===== src/design/gcdl_pkg.sv =====
// Shared types and constants for the gcd/lcm unit.
// Used by gcdl_ctrl and gcd_lcm_unit_core; depends on nothing.

package gcdl_pkg;

  localparam int GCD_W = 16;
  localparam int LCM_W = 32;

  // gcd reported when either operand is zero
  localparam logic [GCD_W-1:0] GCD_ZERO = 16'd1;

  typedef struct packed {
    logic [15:0] operand_a;
    logic [15:0] operand_b;
  } in_t;

  typedef struct packed {
    logic [GCD_W-1:0] gcd_value;
    logic [LCM_W-1:0] lcm_value;
  } out_t;

  typedef enum logic [2:0] {
    ST_IDLE,
    ST_TWOS,
    ST_REDUCE,
    ST_DIVIDE,
    ST_MULT
  } state_t;

  typedef enum logic [3:0] {
    OP_NONE,
    OP_LOAD,
    OP_LOAD_ZERO,
    OP_HALVE_BOTH,
    OP_HALVE_A,
    OP_HALVE_B,
    OP_SWAP,
    OP_SUB,
    OP_DIV_START,
    OP_DIV_STEP,
    OP_MUL
  } op_t;

  typedef struct packed {
    op_t  op;
    logic busy;
    logic div_sel;
  } ctrl_t;

  typedef struct packed {
    logic in_zero;
    logic a_zero;
    logic a_odd;
    logic b_odd;
    logic borrow;
    logic cnt_last;
  } stat_t;

endpackage


===== src/design/gcdl_ctrl.sv =====
// Sequencer for the gcd/lcm unit: binary gcd, restoring divide, multiply.
// Depends on gcdl_pkg; drives the datapath in gcd_lcm_unit_core.

module gcdl_ctrl (
  input  logic           clk,
  input  logic           rst_n,
  input  logic           start,
  input  gcdl_pkg::stat_t stat,
  output gcdl_pkg::ctrl_t ctrl
);

  gcdl_pkg::state_t state_r, state_nxt;

  always_ff @(posedge clk) begin
    if (!rst_n) begin
      state_r <= gcdl_pkg::ST_IDLE;
    end else begin
      state_r <= state_nxt;
    end
  end

  always_comb begin
    state_nxt = state_r;
    unique case (state_r)
      gcdl_pkg::ST_IDLE: begin
        if (start && !stat.in_zero) begin
          state_nxt = gcdl_pkg::ST_TWOS;
        end
      end
      gcdl_pkg::ST_TWOS: begin
        if (stat.a_odd || stat.b_odd) begin
          state_nxt = gcdl_pkg::ST_REDUCE;
        end
      end
      gcdl_pkg::ST_REDUCE: begin
        if (stat.a_zero) begin
          state_nxt = gcdl_pkg::ST_DIVIDE;
        end
      end
      gcdl_pkg::ST_DIVIDE: begin
        if (stat.cnt_last) begin
          state_nxt = gcdl_pkg::ST_MULT;
        end
      end
      gcdl_pkg::ST_MULT: state_nxt = gcdl_pkg::ST_IDLE;
      default: state_nxt = gcdl_pkg::ST_IDLE;
    endcase
  end

  always_comb begin
    ctrl.op      = gcdl_pkg::OP_NONE;
    ctrl.busy    = (state_r != gcdl_pkg::ST_IDLE);
    ctrl.div_sel = (state_r == gcdl_pkg::ST_DIVIDE);
    unique case (state_r)
      gcdl_pkg::ST_IDLE: begin
        priority if (!start) begin
          ctrl.op = gcdl_pkg::OP_NONE;
        end else if (stat.in_zero) begin
          ctrl.op = gcdl_pkg::OP_LOAD_ZERO;
        end else begin
          ctrl.op = gcdl_pkg::OP_LOAD;
        end
      end
      gcdl_pkg::ST_TWOS: begin
        // strip common factors of two, counted in k
        if (!(stat.a_odd || stat.b_odd)) begin
          ctrl.op = gcdl_pkg::OP_HALVE_BOTH;
        end
      end
      gcdl_pkg::ST_REDUCE: begin
        priority if (stat.a_zero) begin
          ctrl.op = gcdl_pkg::OP_DIV_START;
        end else if (!stat.a_odd) begin
          ctrl.op = gcdl_pkg::OP_HALVE_A;
        end else if (!stat.b_odd) begin
          ctrl.op = gcdl_pkg::OP_HALVE_B;
        end else if (stat.borrow) begin
          ctrl.op = gcdl_pkg::OP_SWAP;
        end else begin
          ctrl.op = gcdl_pkg::OP_SUB;
        end
      end
      gcdl_pkg::ST_DIVIDE: ctrl.op = gcdl_pkg::OP_DIV_STEP;
      gcdl_pkg::ST_MULT:   ctrl.op = gcdl_pkg::OP_MUL;
      default:             ctrl.op = gcdl_pkg::OP_NONE;
    endcase
  end

endmodule


===== src/design/gcd_lcm_unit_core.sv =====
// Top level of the gcd/lcm unit: datapath, shared subtractor and result register.
// Depends on gcdl_pkg and gcdl_ctrl.

// One operand pair is taken when start is high and busy is low; busy then stays
// high until the result is ready, and the result appears on out_data for exactly
// one cycle with out_valid high. The receiver cannot stall, so capture it then.
// A pair with a zero operand gives gcd 1 and lcm 0 in the cycle after it is
// taken, without raising busy. Otherwise a binary gcd runs on one shared
// subtractor (common halving, then halve/swap/subtract steps), the same
// subtractor then does a restoring divide of operand_a by the gcd, and a
// multiply forms the lcm. The time an item takes is set by the number of gcd
// steps the operands need. The next pair may be started in the cycle the
// result is shown.

module gcd_lcm_unit_core #(
  parameter int OPERAND_WIDTH = 16
) (
  input  logic           clk,
  input  logic           rst_n,
  input  logic           start,
  output logic           busy,
  input  gcdl_pkg::in_t  in_data,
  output logic           out_valid,
  output gcdl_pkg::out_t out_data
);

  localparam int W  = OPERAND_WIDTH;
  localparam int CW = (W > 2) ? $clog2(W) : 1;
  localparam int PW = 2 * W;

  gcdl_pkg::ctrl_t ctrl;
  gcdl_pkg::stat_t stat;

  logic [W-1:0]  a_r, a_nxt, b_r, b_nxt, rem_r, rem_nxt;
  logic [W-1:0]  opa_r, opa_nxt, opb_r, opb_nxt;
  logic [CW-1:0] k_r, k_nxt, cnt_r, cnt_nxt;
  logic          out_valid_r, out_valid_nxt;
  gcdl_pkg::out_t out_r, out_nxt;

  logic [W+15:0] ina_ext, inb_ext;
  logic [W-1:0]  in_a, in_b;
  logic [W:0]    rem_sh;
  logic [W+1:0]  sub_x, sub_y, diff;
  logic [PW-1:0] prod;
  logic [PW+gcdl_pkg::LCM_W-1:0] prod_ext;
  logic [W+gcdl_pkg::GCD_W-1:0]  gcd_ext;

  // mask operands to the configured width
  assign ina_ext = {{W{1'b0}}, in_data.operand_a};
  assign inb_ext = {{W{1'b0}}, in_data.operand_b};
  assign in_a    = ina_ext[W-1:0];
  assign in_b    = inb_ext[W-1:0];

  // shared subtractor: a - b during the gcd, shifted remainder - gcd during divide
  assign rem_sh = {rem_r, a_r[W-1]};
  assign sub_x  = ctrl.div_sel ? {1'b0, rem_sh} : {2'b00, a_r};
  assign sub_y  = {2'b00, b_r};
  assign diff   = sub_x - sub_y;

  assign prod     = PW'(a_r) * PW'(opb_r);
  assign prod_ext = {{gcdl_pkg::LCM_W{1'b0}}, prod};
  assign gcd_ext  = {{gcdl_pkg::GCD_W{1'b0}}, b_r};

  assign stat.in_zero  = (in_a == '0) || (in_b == '0);
  assign stat.a_zero   = (a_r == '0);
  assign stat.a_odd    = a_r[0];
  assign stat.b_odd    = b_r[0];
  assign stat.borrow   = diff[W+1];
  assign stat.cnt_last = (cnt_r == CW'(W - 1));

  gcdl_ctrl u_ctrl (
    .clk   (clk),
    .rst_n (rst_n),
    .start (start),
    .stat  (stat),
    .ctrl  (ctrl)
  );

  always_comb begin
    a_nxt         = a_r;
    b_nxt         = b_r;
    rem_nxt       = rem_r;
    opa_nxt       = opa_r;
    opb_nxt       = opb_r;
    k_nxt         = k_r;
    cnt_nxt       = cnt_r;
    out_nxt       = out_r;
    out_valid_nxt = 1'b0;
    unique case (ctrl.op)
      gcdl_pkg::OP_NONE: begin
      end
      gcdl_pkg::OP_LOAD: begin
        a_nxt   = in_a;
        b_nxt   = in_b;
        opa_nxt = in_a;
        opb_nxt = in_b;
        k_nxt   = '0;
      end
      gcdl_pkg::OP_LOAD_ZERO: begin
        out_nxt.gcd_value = gcdl_pkg::GCD_ZERO;
        out_nxt.lcm_value = '0;
        out_valid_nxt     = 1'b1;
      end
      gcdl_pkg::OP_HALVE_BOTH: begin
        a_nxt = a_r >> 1;
        b_nxt = b_r >> 1;
        k_nxt = k_r + CW'(1);
      end
      gcdl_pkg::OP_HALVE_A: a_nxt = a_r >> 1;
      gcdl_pkg::OP_HALVE_B: b_nxt = b_r >> 1;
      gcdl_pkg::OP_SWAP: begin
        a_nxt = b_r;
        b_nxt = a_r;
      end
      gcdl_pkg::OP_SUB: a_nxt = diff[W-1:0];
      gcdl_pkg::OP_DIV_START: begin
        // restore the common twos; a becomes the dividend
        b_nxt   = b_r << k_r;
        a_nxt   = opa_r;
        rem_nxt = '0;
        cnt_nxt = '0;
      end
      gcdl_pkg::OP_DIV_STEP: begin
        a_nxt   = {a_r[W-2:0], ~diff[W+1]};
        rem_nxt = diff[W+1] ? rem_sh[W-1:0] : diff[W-1:0];
        cnt_nxt = cnt_r + CW'(1);
      end
      gcdl_pkg::OP_MUL: begin
        out_nxt.gcd_value = gcd_ext[gcdl_pkg::GCD_W-1:0];
        out_nxt.lcm_value = prod_ext[gcdl_pkg::LCM_W-1:0];
        out_valid_nxt     = 1'b1;
      end
      default: begin
      end
    endcase
  end

  always_ff @(posedge clk) begin
    if (!rst_n) begin
      out_valid_r <= 1'b0;
    end else begin
      out_valid_r <= out_valid_nxt;
    end
  end

  always_ff @(posedge clk) begin
    a_r   <= a_nxt;
    b_r   <= b_nxt;
    rem_r <= rem_nxt;
    opa_r <= opa_nxt;
    opb_r <= opb_nxt;
    k_r   <= k_nxt;
    cnt_r <= cnt_nxt;
    out_r <= out_nxt;
  end

  assign busy      = ctrl.busy;
  assign out_valid = out_valid_r;
  assign out_data  = out_r;

  a_gcd_nonzero: assert property (@(posedge clk) disable iff (!rst_n)
    out_valid |-> (out_data.gcd_value != '0))
    else $error("gcd result of zero");

  a_valid_idle: assert property (@(posedge clk) disable iff (!rst_n)
    out_valid |-> !busy)
    else $error("result beat while still busy");

  a_busy_after_start: assert property (@(posedge clk) disable iff (!rst_n)
    (start && !busy && !stat.in_zero) |=> busy)
    else $error("nonzero operands taken without going busy");

  a_divisor_nonzero: assert property (@(posedge clk) disable iff (!rst_n)
    ctrl.div_sel |-> (b_r != '0))
    else $error("divide step with zero divisor");

endmodule

===== config.mk =====
export PLATFORM = sky130hd
export DESIGN_NAME = gcd_lcm_unit_core
export DESIGN_NICKNAME = d
export VERILOG_FILES = /design/src/design/gcdl_pkg.sv /design/src/design/gcdl_ctrl.sv /design/src/design/gcd_lcm_unit_core.sv
export SDC_FILE = /design/constraint.sdc
export NUM_CORES = 1
export LEC_CHECK = 0
export BUFFER_PORTS_ARGS = -buffer_cell sky130_fd_sc_hd__buf_4
export CORE_MARGIN = 10
export CORE_UTILIZATION = 40
export DETAILED_ROUTE_END_ITERATION = 6
export GPL_TIMING_DRIVEN = 0
export PLACE_DENSITY = 0.52
export SYNTH_ARGS = -nofsm -noshare
export SYNTH_HDL_FRONTEND = slang
export SYNTH_SLANG_ARGS = --single-unit

===== constraint.sdc =====
create_clock -name clk -period 12.84 [get_ports clk]
set_input_delay 1.284 -clock clk [delete_from_list [all_inputs] [get_ports clk]]
set_output_delay 1.284 -clock clk [all_outputs]
set_load 0.005 [all_outputs]

Word level (Yosys, flattened, before mapping):

Index checks and enable logic that the tools add are counted.

* add/sub/neg operators: 3
* multipliers: 1
* eq/ne operators: 19
* shifts and indexed selects: 1
* muxes and demuxes: 22
* bitwise logic cells: 1
* reductions and logical operators: 18

Operators with widths (number)
* $pmux 16 s6: 1
* $pmux 48 s2: 1
* $pmux 16 s4: 1
* $logic_not 16->1: 3
* $mul 16x16->32: 1
* $pmux 16 s2: 1
* $pmux 4 s5: 1
* $sub 17x16->18: 1
* $mux 17: 1
* $eq 4x3->1 const B: 4
* $eq 4x4->1 const B: 4
* $mux 16: 1
* $mux 4: 4
* $pmux 4 s2: 2
* $shl 16x4->16: 1
* $mux 3: 4
* $pmux 3 s4: 1
* $add 4x1->4 const B: 2
* $eq 4x2->1 const B: 2
* $eq 3x2->1 const B: 2
* $ne 2x1->1 const B: 3
* $reduce_bool 2->1: 3
* $reduce_bool 6->1: 1
* $reduce_or 2->1: 3
* 14 further kinds: 17

* register bits after elaboration: 140
* output and inout port bits: 50
* logic and storage cells: 76

Longest topological paths before layout:

* word-level depth: 11
* mapped depth: 23
* mapped depth without buffers: 21

Modules after synthesis:

A second synthesis with hierarchy kept.

* cells, all modules: 1730
* area, all modules: 16469.5 um2

By module, submodules not included
* gcd_lcm_unit_core: instances 1, cells each 1692, area an instance 16185.5 um2, sequential area each 4103.9 um2
* gcdl_ctrl: instances 1, cells each 38, area an instance 284.0 um2, sequential area each 60.1 um2

Worst setup path after synthesis:

OpenSTA, ideal clock, no wires.

* path type: register -> register
* start point: reg a_r[10]
* end point: reg out_r (netlist bit out_data[31]), data pin
* data arrival time: 6060 ps
* required time: 12576 ps
* setup slack: 6516 ps
* cell stages (with the launch flop): 22
* path buffers: 2
* clock period less this slack: 6324 ps
* cell sequence: edfxtp_1 > clkbuf_1 > clkbuf_1 > nand2_1 > fa_1 > fa_1 > fa_1 > fa_1 > inv_1 > fa_1 > inv_1 > fa_1 > inv_1 > ha_1 > a21o_1 > a221o_1 > a22oi_1 > nand4_1 > a31o_2 > o31ai_2 > o21a_1 > o21ai_0

* longest elaborated chain between the ends: 9
* elaborated cells between the ends (all ways): 12

Ends and longest elaborated chain
* start: declaration: line gcd_lcm_unit_core.sv:34 `logic [W-1:0] a_r, a_nxt, b_r, b_nxt, rem_r, rem_nxt;`
* start signal: assignment: line gcd_lcm_unit_core.sv:147 `a_r <= a_nxt;`
* $mux 17: line gcd_lcm_unit_core.sv:56 `assign sub_x = ctrl.div_sel ? {1'b0, rem_sh} : {2'b00, a_r};`
* $sub 17x16->18: line gcd_lcm_unit_core.sv:58 `assign diff = sub_x - sub_y;`
* $mux 1: line gcdl_ctrl.sv:77 `end else if (stat.borrow) begin`
* $mux 4: line gcdl_ctrl.sv:75 `end else if (!stat.b_odd) begin`
* $mux 4: line gcdl_ctrl.sv:73 `end else if (!stat.a_odd) begin`
* $mux 4: line gcdl_ctrl.sv:71 `priority if (stat.a_zero) begin`
* $pmux 4 s5: line gcdl_ctrl.sv:54 `unique case (state_r)`
* $eq 4x4->1 or $eq 4x2->1 (tied branches): line gcd_lcm_unit_core.sv:89 `unique case (ctrl.op)`
* $pmux 48 s2 *: line gcd_lcm_unit_core.sv:89
* end signal: assignment: line gcd_lcm_unit_core.sv:154 `out_r <= out_nxt;`
* end: declaration: line gcd_lcm_unit_core.sv:38 `gcdl_pkg::out_t out_r, out_nxt;`

Mark *: on every way between the ends. The rest lies on a longest branch, timed or not.
A chain may end at the register's enable or synchronous reset.

Worst setup path after layout:

Ends and elaborated chain as after synthesis.

==> impl_metrics.py <==
metrics = {
    "worst_setup_path": {
        "path_max_fanout": 10,
        "cp.required_ns": 13.03,
        "cp_top_family": "adder cells",
        "worstPathArrival_ns": 8.13,
        "max_stage_delay_ns": 0.74,
        "crit_top_cell": "fa_1",
        "worst_setup_path_start_kind": "flip-flop",
        "cp_num_buf_inv": 5,
        "path_cells": "clkbuf_1 -> clkbuf_1 -> nand2_1 -> fa_1 -> fa_1 -> fa_1 -> fa_1 -> inv_1 -> fa_1 -> inv_1 -> fa_1 -> inv_1 -> ha_1 -> a21o_1 -> a221o_1 -> a22oi_1 -> nand4_1 -> a31o_2 -> o31ai_2 -> o21a_1 -> o21ai_0",
        "worstSetupPathType": "reg2reg",
        "cpMaxStageDelayCell": "clkbuf_1",
        "end_kind": "flip-flop",
    },
    "clock_network": {
        "cts.sinks": 140,
        "post_cts_buffers": 0,
        "holdBufCountCts": 0,
        "cts_inserted_buffers": 17,
        "clk_path_buf_depth": 2,
        "post_cts_resized": 0,
        "cts_root_buf": "clkbuf_16",
        "clkTransAtPathRegs_ns": 0.07,
        "htreeDepth": 4,
        "tritoncts": "yes",
        "worstSkewPairLatency_ns": 0.47,
    },
    "detailed_routing": {
        "dr.pass1.iters": 6,
        "first_iter_violations": 1142,
        "num_vias": 12461,
        "wirelength_um": 51400,
        "route.detailed.drc": 0,
        "vias_per_cell": 5.46,
        "ant_nets": 0,
        "wl_per_cell_um": 22.5,
    },
    "die": {
        "die_w_um": 219,
        "core_um2": 38800,
        "rows": 72,
        "die-height_um": 219,
        "pin_count": 85,
        "dieArea_um2": 47800,
        "initial_core_util_pct": 40.7,
    },
    "sta": {
        "max_freq_mhz": 126,
        "rsz0062_at_grt": "false",
        "fin_ws_ns": 4.90,
        "finalMaxSlewViolations": 0,
        "setup_violations": 0,
        "tns_ns": 0,
        "worst_slew_pin_slew_ns": 1.32,
        "hold_viol_final": 0,
        "slew_headroom_pct": 12.2,
        "finalCriticalPeriod_ns": 7.94,
        "fin_crit_sh_pct": 61.8,
        "clock_skew_ns": 0.0187,
    },
    "logic_synthesis": {
        "synthCells": 1644,
        "synth_edf_count": 136,
        "synthFlopType": "edfxtp_1",
        "ys_async_sr_fraction_pct": 0,
        "synth_area_um2": 15800,
        "syn-num-nets": 1996,
        "synth_cell_types": 55,
        "yosys_warnings": 0,
        "synth_seq_cells": 140,
        "ys_seq_area_share_pct": 26.4,
        "postSynthAreaPerCell_um2": 9.60,
    },
    "place": {
        "pre_cts_ws_ns": 4.87,
        "place.detailed.hpwl_um": 40700,
        "gp_congestion": 0.920,
        "portBuffers": 84,
    },
    "final_layout": {
        "seq_area_um2": 4160,
        "fill_cells": 3772,
        "antennaDiodeCount": 0,
        "syn_to_final_growth_pct": 12.2,
        "final_common_cell": "nand2_1",
        "fin_nets": 2105,
        "drive_gt1_share_pct": 7.64,
        "multi_input_area_um2": 10300,
        "final_cell_mix": "272 x nand2_1, 252 x inv_1, 195 x fa_1",
    },
    "global_routing": {
        "track_usage_pct": 21.8,
        "antenna_found_initial": 0,
        "grt_overflow_total": 0,
        "grt_pass1_vias": 12780,
        "grt_max_degree": 33,
        "grt_pass1_wl_um": 77900,
    },
    "outcome": {
        "outcome": "finished clean",
    },
    "worst_hold_path": {
        "hp-class": "reg2reg",
    },
    "run": {
        "drv_cap": 0,
    },
}
-- state kept, by name, indices dropped and copies added (netlist names) --
register,cells
a_r,16
b_r,16
cnt_r,4
k_r,4
opa_r,16
opb_r,16
out_data,48
out_valid,1
rem_r,16
u_ctrl.state_r,3
-- stage by stage --
stage	cell area (um^2)	util, %	cells	hold slack [ns]
2_1_floorplan	15800	-	1644	0.510
3_3_place_gp	17100	44.0	2246	0.563
3_5_place_dp	17100	44.2	2252	0.557
4_1_cts	17700	45.6	2284	0.573
5_1_grt	17700	45.6	2284	0.588
6_report	17700	45.6	2284	0.586
-- final cells by class --
class                           count  share of cell area [%]
Buffer                             89                    1.99
Clock buffer                       19                    2.44
Clock inverter                     13                   0.784
Inverter                          252                    5.34
Multi-Input combinational cell   1163                    58.3
Sequential cell                   140                    23.5
Tap cell                          518                    3.66
Timing Repair Buffer               90                    3.94
-- final timing paths --
path	from	endpoint	slack, ns	cells past startpoint
max	a_r[10]	out_data[31]	4.90	21
min	opa_r[15]	a_r[15]	0.59	2
max reg2reg	a_r[10]	out_data[31]	4.90	21
min reg2reg	opa_r[15]	a_r[15]	0.59	2
-- cell families (layout without fill, tap and decap cells) --
| kind of cell | count (synthesis) | count (layout) | share of synthesized area [%] |
|---|---|---|---|
| and+or+nand+nor | 572 | 572 | 17.0 |
| muxes | 34 | 34 | 2.55 |
| DFF | 140 | 140 | 26.4 |
| AOI/OAI and AO/OA | 201 | 201 | 9.30 |
| adders and majority gates | 317 | 317 | 34.4 |
| xor gates and xnor gates | 39 | 39 | 2.16 |
| buffers and inverters | 341 | 463 | 8.23 |
-- synth_stat cells, types with 16 or more instances --
master / n / area, um^2
a221o_1: 16 / 160
a21oi_1: 41 / 205
a21o_1: 21 / 158
nor2_1: 84 / 315
fa_1: 195 / 3900
clkbuf_1: 80 / 300
and2_1: 128 / 801
nand2_1: 272 / 1020
ha_1: 122 / 1530
o21ai_0: 31 / 155
a222oi_1: 26 / 260
mux2i_1: 29 / 290
edfxtp_1: 136 / 4080
xor2_1: 19 / 166
inv_1: 252 / 946
xnor2_1: 20 / 175
-- worst reg2reg max path, delay by kind of cell, from the launching register on --
kind	cells	cell delay, ns
AO/OA/AOI/OAI	7	1.90
adder cells (fa/ha/maj)	7	3.41
AND/OR/NAND/NOR	2	0.46
flip-flops	1	0.37
buffers and inverters	5	1.53
-- layer usage --
metal	global-route usage (%)	vias to the layer above	share of wire, %
met5	0	-	0
met4	9.47	0	4.0
met3	2.97	80	5.2
met2	38.1	423	51
met1	26.4	6326	40
li1	-	5632	-
Power is not shown: default switching activity piles up to over one toggle a cycle in this logic, so the estimate is an artifact.
